File: src/rwr_pkg.sv
// Package for the reorder window receiver: window size, slot entry type and the
// control bundle passed from the sequencer to the slot store. No dependencies.
`timescale 1ns / 1ps
`default_nettype none

package rwr_pkg;

    // Number of reorder slots; the slot of a sequence is its value modulo this.
    localparam int unsigned WINDOW_SLOTS = 16;
    localparam int unsigned SLOT_W = (WINDOW_SLOTS > 1) ? $clog2(WINDOW_SLOTS) : 1;
    // Wide enough to hold the window size itself (deliveries per item).
    localparam int unsigned CNT_W = $clog2(WINDOW_SLOTS + 1);

    localparam int unsigned SEQ_W = 32;
    localparam int unsigned MAGIC_W = 32;
    localparam int unsigned HANDLE_W = 16;
    localparam int unsigned LENGTH_W = 11;

    // Result kinds carried on the output tuser.
    localparam logic KIND_DELIVER = 1'b0;
    localparam logic KIND_ACK = 1'b1;

    // Register map (byte addresses).
    localparam logic [2:0] REG_EXPECTED_MAGIC = 3'd0;

    typedef struct packed {
        logic [SEQ_W-1:0]    seq;
        logic [HANDLE_W-1:0] handle;
        logic [LENGTH_W-1:0] length;
    } slot_entry_t;

    typedef struct packed {
        logic              wr_en;
        logic [SLOT_W-1:0] wr_idx;
        slot_entry_t       wr_entry;
        logic              vld_en;
        logic [SLOT_W-1:0] vld_idx;
        logic              vld_val;
        logic              rd_en;
        logic [SLOT_W-1:0] rd_idx;
    } slot_ctl_t;

endpackage

`default_nettype wire

File: src/rwr_slot_store.sv
// Slot store of the reorder window: a synchronous memory of slot entries with a
// registered read, plus one valid flip-flop per slot. Uses rwr_pkg.
`timescale 1ns / 1ps
`default_nettype none

module rwr_slot_store
    import rwr_pkg::*;
(
    input  wire logic        clk,
    input  wire logic        rst_n,
    input  wire slot_ctl_t   ctl,
    output slot_entry_t      rd_entry,
    output logic             rd_valid
);

    slot_entry_t slot_mem [WINDOW_SLOTS];
    slot_entry_t rd_entry_reg;
    logic [WINDOW_SLOTS-1:0] valid_reg;
    logic rd_valid_reg;

    // Entries hold no reset value; they are only looked at while valid.
    always_ff @(posedge clk)
    begin
        if (ctl.wr_en)
        begin
            slot_mem[ctl.wr_idx] <= ctl.wr_entry;
        end
        if (ctl.rd_en)
        begin
            rd_entry_reg <= slot_mem[ctl.rd_idx];
        end
    end

    always_ff @(posedge clk or negedge rst_n)
    begin
        if (!rst_n)
        begin
            valid_reg    <= '0;
            rd_valid_reg <= 1'b0;
        end
        else
        begin
            if (ctl.vld_en)
            begin
                valid_reg[ctl.vld_idx] <= ctl.vld_val;
            end
            if (ctl.rd_en)
            begin
                rd_valid_reg <= valid_reg[ctl.rd_idx];
            end
        end
    end

    assign rd_entry = rd_entry_reg;
    assign rd_valid = rd_valid_reg;

endmodule

`default_nettype wire

File: src/reorder_window_receiver_unit.sv
// Top level of the reorder window receiver: stream input of packet descriptors,
// stream output of deliveries and acknowledgements, APB register port. Uses
// rwr_pkg and rwr_slot_store.
// Packet descriptors enter on the s_axis channel, one item per handshake. An
// item whose magic word differs from the expected_magic register, or any item
// after an accepted end-of-file item, is taken and dropped without results.
// An accepted out-of-order item is stored in its slot if its checksum passed;
// others clear their slot. A good item with the expected sequence is delivered,
// followed by every stored packet with consecutive sequence numbers, up to the
// window size in all. Each accepted item ends with one cumulative
// acknowledgement, marked by m_axis_tlast.
// One item at a time: an item goes through acceptance, the in-order delivery,
// each stored packet of the run (its slot read ahead of it), a read of the slot
// that ends the run (not when the whole window drains) and the ack; an item
// that delivers nothing goes straight to the ack. Results leave
// through an output register, so a new item may be accepted while the last
// acknowledgement still waits for m_axis_tready. When the receiver stalls, the
// sequencer holds its place (and the registered read data) until the output
// register frees up; nothing is lost. Reset clears the expected sequence, the
// end-of-file flag, every slot valid bit and the magic register.
`timescale 1ns / 1ps
`default_nettype none

module reorder_window_receiver_unit
    import rwr_pkg::*;
(
    input  wire logic        clk,
    input  wire logic        rst_n,

    input  wire logic        s_axis_tvalid,
    output logic             s_axis_tready,
    // [31:0] seq_number, [63:32] magic_word, [79:64] payload_handle,
    // [90:80] payload_length, [95:91] zero
    input  wire logic [95:0] s_axis_tdata,
    // [0] checksum_ok
    input  wire logic        s_axis_tuser,
    // end_of_file
    input  wire logic        s_axis_tlast,

    output logic             m_axis_tvalid,
    input  wire logic        m_axis_tready,
    // [31:0] deliver_seq, [47:32] deliver_handle, [58:48] deliver_length,
    // [90:59] ack_seq, [91] ack_eof, [95:92] zero
    output logic [95:0]      m_axis_tdata,
    // [0] result_kind
    output logic             m_axis_tuser,
    // last_result
    output logic             m_axis_tlast,

    input  wire logic        psel,
    input  wire logic        penable,
    input  wire logic        pwrite,
    input  wire logic [2:0]  paddr,
    input  wire logic [31:0] pwdata,
    output logic [31:0]      prdata,
    output logic             pready
);

    typedef enum logic [3:0] {
        ST_IDLE  = 4'b0001,
        ST_FIRST = 4'b0010,
        ST_CHECK = 4'b0100,
        ST_ACK   = 4'b1000
    } state_t;

    // Input fields.
    logic [SEQ_W-1:0]    in_seq;
    logic [MAGIC_W-1:0]  in_magic;
    logic [HANDLE_W-1:0] in_handle;
    logic [LENGTH_W-1:0] in_length;
    logic                in_ok;
    logic                in_eof;
    logic [SLOT_W-1:0]   in_idx;
    logic                in_order;

    assign in_seq    = s_axis_tdata[31:0];
    assign in_magic  = s_axis_tdata[63:32];
    assign in_handle = s_axis_tdata[79:64];
    assign in_length = s_axis_tdata[90:80];
    assign in_ok     = s_axis_tuser;
    assign in_eof    = s_axis_tlast;

    // Control and working registers.
    state_t              state_reg, state_next;
    logic [SEQ_W-1:0]    expected_seq_reg, expected_seq_next;
    logic                finished_reg, finished_next;
    logic [CNT_W-1:0]    drain_cnt_reg, drain_cnt_next;
    logic [MAGIC_W-1:0]  magic_reg;
    // Latched item fields, used for the in-order delivery and the ack.
    logic [SEQ_W-1:0]    item_seq_reg, item_seq_next;
    logic [HANDLE_W-1:0] item_handle_reg, item_handle_next;
    logic [LENGTH_W-1:0] item_length_reg, item_length_next;
    logic                item_eof_reg, item_eof_next;

    // Output register.
    logic                out_valid_reg;
    logic [95:0]         out_data_reg;
    logic                out_kind_reg;
    logic                out_last_reg;
    logic                out_free;
    logic                emit;
    logic [95:0]         emit_data;
    logic                emit_kind;
    logic                emit_last;

    // Slot store interface.
    slot_ctl_t           slot_ctl;
    slot_entry_t         rd_entry;
    logic                rd_valid;

    logic [SEQ_W-1:0]    exp_plus1;
    logic [SLOT_W-1:0]   exp_idx;
    logic [SLOT_W-1:0]   exp_plus1_idx;
    logic [CNT_W-1:0]    cnt_plus1;
    logic                drain_hit;
    logic                s_accept;
    logic                cfg_write;

    assign s_accept      = s_axis_tvalid && s_axis_tready;
    assign s_axis_tready = (state_reg == ST_IDLE);
    assign out_free      = !out_valid_reg || m_axis_tready;

    assign exp_plus1     = expected_seq_reg + 32'd1;
    assign exp_idx       = SLOT_W'(expected_seq_reg % WINDOW_SLOTS);
    assign exp_plus1_idx = SLOT_W'(exp_plus1 % WINDOW_SLOTS);
    assign in_idx        = SLOT_W'(in_seq % WINDOW_SLOTS);
    assign in_order      = (in_seq == expected_seq_reg);
    assign cnt_plus1     = drain_cnt_reg + CNT_W'(1);
    // The slot last read continues the run if it holds the expected sequence.
    assign drain_hit     = rd_valid && (rd_entry.seq == expected_seq_reg);

    rwr_slot_store u_slot_store (
        .clk      (clk),
        .rst_n    (rst_n),
        .ctl      (slot_ctl),
        .rd_entry (rd_entry),
        .rd_valid (rd_valid)
    );

    // Sequencer: accept, deliver the in-order packet, drain the window, ack.
    always_comb
    begin
        state_next        = state_reg;
        expected_seq_next = expected_seq_reg;
        finished_next     = finished_reg;
        drain_cnt_next    = drain_cnt_reg;
        item_seq_next     = item_seq_reg;
        item_handle_next  = item_handle_reg;
        item_length_next  = item_length_reg;
        item_eof_next     = item_eof_reg;
        slot_ctl          = '0;
        emit              = 1'b0;
        emit_data         = '0;
        emit_kind         = KIND_DELIVER;
        emit_last         = 1'b0;

        case (state_reg)
            ST_IDLE:
            begin
                if (s_accept && !finished_reg && (in_magic == magic_reg))
                begin
                    item_seq_next    = in_seq;
                    item_handle_next = in_handle;
                    item_length_next = in_length;
                    item_eof_next    = in_eof;
                    // A good packet is stored; an in-order one is delivered at
                    // once, so its slot ends up free.
                    slot_ctl.wr_en          = in_ok;
                    slot_ctl.wr_idx         = in_idx;
                    slot_ctl.wr_entry.seq    = in_seq;
                    slot_ctl.wr_entry.handle = in_handle;
                    slot_ctl.wr_entry.length = in_length;
                    slot_ctl.vld_en         = 1'b1;
                    slot_ctl.vld_idx        = in_idx;
                    slot_ctl.vld_val        = in_ok && !in_order;
                    state_next = (in_ok && in_order) ? ST_FIRST : ST_ACK;
                end
            end
            ST_FIRST:
            begin
                if (out_free)
                begin
                    emit              = 1'b1;
                    emit_data[31:0]   = item_seq_reg;
                    emit_data[47:32]  = item_handle_reg;
                    emit_data[58:48]  = item_length_reg;
                    expected_seq_next = exp_plus1;
                    drain_cnt_next    = CNT_W'(1);
                    if (CNT_W'(1) == CNT_W'(WINDOW_SLOTS))
                    begin
                        state_next = ST_ACK;
                    end
                    else
                    begin
                        slot_ctl.rd_en  = 1'b1;
                        slot_ctl.rd_idx = exp_plus1_idx;
                        state_next      = ST_CHECK;
                    end
                end
            end
            ST_CHECK:
            begin
                if (!drain_hit)
                begin
                    state_next = ST_ACK;
                end
                else if (out_free)
                begin
                    emit              = 1'b1;
                    emit_data[31:0]   = rd_entry.seq;
                    emit_data[47:32]  = rd_entry.handle;
                    emit_data[58:48]  = rd_entry.length;
                    slot_ctl.vld_en   = 1'b1;
                    slot_ctl.vld_idx  = exp_idx;
                    slot_ctl.vld_val  = 1'b0;
                    expected_seq_next = exp_plus1;
                    drain_cnt_next    = cnt_plus1;
                    if (cnt_plus1 == CNT_W'(WINDOW_SLOTS))
                    begin
                        state_next = ST_ACK;
                    end
                    else
                    begin
                        // Fetch the following slot while this one is emitted.
                        slot_ctl.rd_en  = 1'b1;
                        slot_ctl.rd_idx = exp_plus1_idx;
                    end
                end
            end
            ST_ACK:
            begin
                if (out_free)
                begin
                    emit             = 1'b1;
                    emit_kind        = KIND_ACK;
                    emit_last        = 1'b1;
                    emit_data[90:59] = expected_seq_reg - 32'd1;
                    emit_data[91]    = item_eof_reg;
                    finished_next    = finished_reg || item_eof_reg;
                    state_next       = ST_IDLE;
                end
            end
            default:
            begin
                state_next = ST_IDLE;
            end
        endcase
    end

    always_ff @(posedge clk or negedge rst_n)
    begin
        if (!rst_n)
        begin
            state_reg        <= ST_IDLE;
            expected_seq_reg <= '0;
            finished_reg     <= 1'b0;
            drain_cnt_reg    <= '0;
            out_valid_reg    <= 1'b0;
            magic_reg        <= '0;
        end
        else
        begin
            state_reg        <= state_next;
            expected_seq_reg <= expected_seq_next;
            finished_reg     <= finished_next;
            drain_cnt_reg    <= drain_cnt_next;
            if (emit)
            begin
                out_valid_reg <= 1'b1;
            end
            else if (m_axis_tready)
            begin
                out_valid_reg <= 1'b0;
            end
            if (cfg_write)
            begin
                magic_reg <= pwdata;
            end
        end
    end

    // Payload registers carry no reset.
    always_ff @(posedge clk)
    begin
        item_seq_reg    <= item_seq_next;
        item_handle_reg <= item_handle_next;
        item_length_reg <= item_length_next;
        item_eof_reg    <= item_eof_next;
        if (emit)
        begin
            out_data_reg <= emit_data;
            out_kind_reg <= emit_kind;
            out_last_reg <= emit_last;
        end
    end

    assign m_axis_tvalid = out_valid_reg;
    assign m_axis_tdata  = out_data_reg;
    assign m_axis_tuser  = out_kind_reg;
    assign m_axis_tlast  = out_last_reg;

    // Register port: a single register, decoded on the word address.
    assign pready    = 1'b1;
    assign cfg_write = psel && penable && pwrite && pready
                       && (paddr[2] == REG_EXPECTED_MAGIC[2]);
    assign prdata    = (paddr[2] == REG_EXPECTED_MAGIC[2]) ? magic_reg : 32'd0;

`ifndef SYNTHESIS
    // The number of deliveries for one item never passes the window size.
    assert property (@(posedge clk) disable iff (!rst_n)
        drain_cnt_reg <= CNT_W'(WINDOW_SLOTS))
        else $error("drain count beyond window size");

    // The expected sequence moves only while a delivery is emitted.
    assert property (@(posedge clk) disable iff (!rst_n)
        !$stable(expected_seq_reg) |-> $past(emit)
            && ($past(state_reg) == ST_FIRST || $past(state_reg) == ST_CHECK))
        else $error("expected sequence changed outside a delivery");

    // Once finished, an accepted item starts no work.
    assert property (@(posedge clk) disable iff (!rst_n)
        (finished_reg && s_accept) |=> (state_reg == ST_IDLE))
        else $error("item processed after end of file");

    // Only the acknowledgement closes an item.
    assert property (@(posedge clk) disable iff (!rst_n)
        emit |-> (emit_last == (emit_kind == KIND_ACK)))
        else $error("last flag does not match result kind");

    // A drained slot must hold exactly the expected sequence.
    assert property (@(posedge clk) disable iff (!rst_n)
        (emit && state_reg == ST_CHECK) |-> (emit_data[31:0] == expected_seq_reg))
        else $error("drained packet out of order");
`endif

endmodule

`default_nettype wire
File: config.mk
export PLATFORM = sky130hd
export DESIGN_NAME = reorder_window_receiver_unit
export DESIGN_NICKNAME = d
export VERILOG_FILES = /design/src/rwr_pkg.sv /design/src/rwr_slot_store.sv /design/src/reorder_window_receiver_unit.sv
export SDC_FILE = /design/constraint.sdc
export NUM_CORES = 2
export LEC_CHECK = 0
export CAP_MARGIN = 20
export CORE_ASPECT_RATIO = 0.9
export CORE_UTILIZATION = 40
export CTS_CLUSTER_DIAMETER = 200
export DETAILED_ROUTE_END_ITERATION = 16
export DONT_BUFFER_PORTS = 1
export HOLD_SLACK_MARGIN = 0.05
export SKIP_LAST_GASP = 1
export SLEW_MARGIN = 25
export SYNTH_ARGS = -nofsm -noshare
export SYNTH_HDL_FRONTEND = slang
export SYNTH_HIERARCHICAL = 1
export SYNTH_SLANG_ARGS = --single-unit
File: constraint.sdc
create_clock -name clk -period 9.6 [get_ports clk]
set_clock_uncertainty 0.15 [all_clocks]
set_input_delay 0.96 -clock clk [delete_from_list [all_inputs] [get_ports clk]]
set_output_delay 0.96 -clock clk [all_outputs]
set_load 0.005 [all_outputs]
* Yosys cells after proc, flatten, opt, wreduce, memory -nomap -nowiden
Memory sizes are Yosys's and may differ from the RTL's. A register that Yosys moved wholly into a read port is not among the register bits.
Index checks and enable logic that the tools add are counted.
** Storage, ports and cells
- Register bits after elaboration :: 245
- Memory bits (writable) :: 944
- Bits of input ports :: 140
- Output and inout bits :: 133
- Logic and storage cells :: 101
- Memories :: 1
** Operators by class
- $add $sub $neg :: 3
- Order comparisons :: 3
- Eq/ne operators :: 15
- Mux-type cells :: 40
- Bitwise operators :: 1
- Reductions and logical operators :: 23
** Memory list
- u_slot_store.slot_mem :: depth 16, bits a word 59, read ports 1, clocked after Yosys merged registers in 1, write ports 1, line rwr_slot_store.sv:16 : slot_entry_t slot_mem [WINDOW_SLOTS];
** Operators with widths (count)
- 59-bit 2-to-1 mux :: 3
- 59-bit case mux with 2 select lines :: 1
- 32-bit == test :: 3
- 32-bit 2-to-1 mux :: 3
- 70-bit 2-to-1 mux :: 1
- 64-bit 2-to-1 mux :: 1
- 32-bit case mux with 2 select lines :: 1
- 32-bit by 1-bit adder with 32-bit output, second input constant :: 1
- 32-bit by 1-bit subtractor with 32-bit output, second input constant :: 1
- 4-bit 2-to-1 mux :: 7
- 5-bit 2-to-1 mux :: 5
- 11-bit 2-to-1 mux :: 2
- 5-bit case mux with 2 select lines :: 2
- 16-bit bitwise mux :: 1
- 4-bit case mux with 4 select lines :: 1
- 6-bit case mux with 2 select lines :: 1
- 1-bit logical AND :: 10
- 4-bit by 5-bit less-than comparator with 1-bit output, second input constant :: 2
- 1-bit 2-to-1 mux :: 8
- 2-bit inequality test, second input constant :: 4
- 3-bit inequality test, second input constant :: 2
- 2-bit AND reduction :: 3
- 5-bit by 1-bit adder with 5-bit output, second input constant :: 1
- 5-bit == test, second input constant :: 1
- 16 further kinds :: 20

* Depth between registers and ports, before layout
- Depth after elaboration :: 11
- Depth in mapped cells :: 13
- Gate-level depth less buffers :: 10

* Hierarchy
The synthesis kept the hierarchy.
** Modules (own cells, without submodules)
- rwr_slot_store :: instances 1, cells an instance 1458, area an instance 38107.8 um^2, seq. area each 30544.3 um^2
- reorder_window_receiver_unit :: instances 1, cells an instance 939, area an instance 11482.3 um^2, seq. area each 6472.5 um^2

* Least setup slack after synthesis
Ideal clock, no wire load.
- Path kind :: input-to-reg
- Start point :: in s_axis_tdata[43]
- End point :: mem u_slot_store/slot_mem[0][0] (netlist name), enable pin
- Library setup time :: 0.548 ns
- Data arrival time :: 6.846 ns
- Data required time :: 8.902 ns
- Setup slack :: 2.056 ns
- Stages on the path :: 9
- Path buffers :: 1
- Cell sequence :: xor2_1 nor4_1 nand4_1 nor4_4 buf_4 nand2_1 inv_1 or3b_2 nor3_1
** RTL lines
- from (decl) :: line reorder_window_receiver_unit.sv:34 : input wire logic [95:0] s_axis_tdata,
- to (decl) :: line rwr_slot_store.sv:16

* Final worst setup path
- Start point :: reg state_reg[0]
- End point :: mem u_slot_store/slot_mem[15][31] (netlist name), enable pin
** Between the ends
- Word-level cells in the longest chain between the ends :: 8
** Ends and longest elaborated chain
- from (decl) :: line reorder_window_receiver_unit.sv:84 : state_t state_reg, state_next;
- from (signal assigned) :: line reorder_window_receiver_unit.sv:263 : state_reg <= state_next;
- 4-bit by 1-bit == test with 1-bit output * :: line reorder_window_receiver_unit.sv:120, reorder_window_receiver_unit.sv:157
- 1-bit logical AND :: line reorder_window_receiver_unit.sv:119 : assign s_accept = s_axis_tvalid && s_axis_tready;
- 1-bit logical AND (2 in a row) :: line reorder_window_receiver_unit.sv:160 : if (s_accept && !finished_reg && (in_magic == magic_reg))
- 70-bit 2-to-1 mux :: line reorder_window_receiver_unit.sv:160
- 64-bit 2-to-1 mux * :: line reorder_window_receiver_unit.sv:157 : case (state_reg)
- 1-bit 2-to-1 mux :: line rwr_slot_store.sv:24 : if (ctl.wr_en)
- 1-bit 2-to-1 mux (not written as such) :: line rwr_slot_store.sv:26 : slot_mem[ctl.wr_idx] <= ctl.wr_entry;
Every way passes the cells marked *; elsewhere a longest branch is shown, timed or not.

==> metrics.txt <==
Tot GR Track Use 18.58%; RSZ-0062 raised after global routing no; Least-Margin Pin Slew approximately 1000 ps; Via Count approximately 24k; Residual DRC 0; placed cells about 3.9k; Layout Cells excl Fill about 4.2k; CP startpoint kind register; Post-Syn Instances 2397; hold path startpoint s_axis_tdata[70]; 1st-pass router iterations 7; CP Class register to register; WL/cell 28.10 microns; Resize count post-CTS 0; status finished clean; Tmin final 6190 ps; antenna violations before repair 7; reg2reg end u_slot_store/slot_mem[15][31]; Congestion Overflow GR 0; MaxCap Viol Count 0; Post-synth EDFFs ~1.2k; GPL Wtd Cong a little under 0.9; area share of the leading cell type in the synthesized netlist a little over two thirds; CTS Buf Count ~120; Area after DPL just over 0.05 sq mm; Max transition margin a little under a third; Bufs on Longest Clock Path 3; CTS Root Cell clkbuf_16; DR vias/cell roughly 5.7; Die Span X between 300 and 400 microns; Peak VDD IR about 0.15 mV; hold path cells 0; Final ANT Viol Nets 0; cell area after layout 0.05551 sq mm; core area between 0.1 and 0.15 sq mm; worst-path maximum fanout ~120; die area 0.1254 sq mm; first-pass GRT wire length roughly 170000 microns; post-layout util a little under half; Seq/Total Area, Yosys between 70 and 80%; starting density of the core 40.31%; Avg Cell Area, Syn just over 20 sq um; final-report setup violation count 0; critical path data arrival time 6370 ps; Final Hold Violating Endpoints 0; final WL approximately 120000 microns; synth top area cells edfxtp_1 70%, mux4_2 14%, dfrtp_1 4.6%; Post-CTS Setup Bufs 0; hpwl dp between 60000 and 70000 microns; Tightest Hold Check Type primary input to register; RR Startpoint state_reg[0]; f_max approximately 160 MHz; IO buf count 0; CTS H-Tree Depth 3; clock sinks roughly 1.2k; dominant synthesized flop cell edfxtp_1; hold path endpoint item_handle_reg[6]; Worst Setup End Kind register; area grow syn2layout 11.94%; data required time of the worst path around 9800 ps; Post-synth ARST share 7.372%; clock transition at the registers of the reported paths 60 ps; synthesis-stage register bit count 1248; reg2reg setup slack around 3400 ps; Die Y about 340 microns; CTS Hold Bufs 2; Syn. warnings 6; Post-Syn Area ~0.05 sq mm; area leader, netlist edfxtp_1; largest net degree at the start of global routing between 100 and 150; Cell Rows about 120; Skew-Pair Late Insertion Delay 710 ps; number of global-route vias before repair approximately 24k; Setup TNS Final 0 ps; IO Count ~270; Pins Over Slew Limit 0; Final period util 64.48%; Layout Nets roughly 2.6k; Pleak between 0.01 and 0.015 uW; power density cells 192.7 mW/mm^2; synth cell count leaders 1156 x edfxtp_1, 299 x mux4_2, 91 x dfrtp_1; Netlist cell types between 60 and 70; count leader, synth edfxtp_1; Initial DRC Count about 2.2k; Worst R2R Path Depth 9; max reg flops about 940; CTS tree yes; layout cells sized above 1 between 20% and 30%; Pwr Total ~11000 uW
## worst max path at each step
stage	end	startpoint	slack, ps	cells past startpoint
after CTS	u_slot_store/slot_mem[15][35]	state_reg[0]	3280	9
after global placement	u_slot_store/slot_mem[10][57]	state_reg[0]	3340	9
after global routing	u_slot_store/slot_mem[14][14]	state_reg[0]	3140	9
after floorplan	u_slot_store/slot_mem[0][0]	s_axis_tdata[43]	2060	9
after detailed placement	u_slot_store/slot_mem[15][11]	s_axis_tdata[46]	3270	9
final	u_slot_store/slot_mem[15][31]	state_reg[0]	3410	9
## per-stage QoR
step / setup WS, ps / hold WS, ps
floorplan: 2056 / 279.4
global placement: 3338 / 305.6
detailed placement: 3269 / 294.3
CTS: 3276 / 125.7
global route: 3145 / 135.0
finish: 3410 / 174.0
## report_power, final
part | total [uW] | switching [uW] | internal (uW) | leakage [uW]
logic | 108 | 51.1 | 56.6 | 0.00292
registers | 5920 | 28.9 | 5890 | 0.00955
clock network | 4670 | 2000 | 2680 | 0.00190
## logic make-up after synthesis
kind of cell,Yosys count,synth area share (%)
compound gates,123,2.008
xor+xnor,150,2.649
other cells,2,0.01514
simple gates,360,4.176
mux,352,14.78
buf+inv,159,1.655
flops,1248,74.65
fa+ha+maj,3,0.07570
## layout by cell type, fill, tap and decap left out, types with 7 or more instances in the layout
cell type,Yosys,layout
mux4_2,299,299
nor2_4,0,18
o211ai_1,7,7
nand2b_1,12,12
a21oi_1,9,8
xnor2_1,82,82
clkbuf_1,65,31
a22o_1,57,57
nor2_1,80,62
mux2_2,49,49
buf_4,29,42
nor3_1,21,17
dfrtp_1,91,91
edfxtp_1,1156,1156
nor4_1,17,17
clkinv_2,0,21
clkinv_1,0,25
inv_1,14,13
nand3_1,19,18
or3_1,9,9
clkbuf_16,0,122
bufinv_16,0,12
a2111oi_2,7,7
xor2_1,68,68
and2_1,61,61
nand2_1,42,42
o21ai_0,20,20
diode_2,0,13
nand4_1,14,14
nor2b_1,41,41
## layer usage
metal,global-route usage (%),part of all wire [%]
met5,0,0.011
met4,5.082,2.5
met3,3.483,6.9
met2,30.53,49
met1,25.45,42
## worst max-delay path, cell delays in order (launching register included)
cell     delay (ps)
dfstp_2         600
or4b_4          540
nor3_1          440
nand4_1         240
nor4_4          370
buf_12          540
and2_1          700
nand3_1         460
nor2_4          750
buf_4           830
## cell type report
class                           count  area (sq um)
Antenna cell                       13         32.53
Tap cell                         1612          2017
Fill cell                       10210         67520
Timing Repair Buffer               53         541.8
Clock buffer                      155          3197
Inverter                           14         53.80
Multi-Input combinational cell    993         11930
Clock inverter                     71         724.4
Sequential cell                  1248         37020
(Power assumes the default switching activity.)
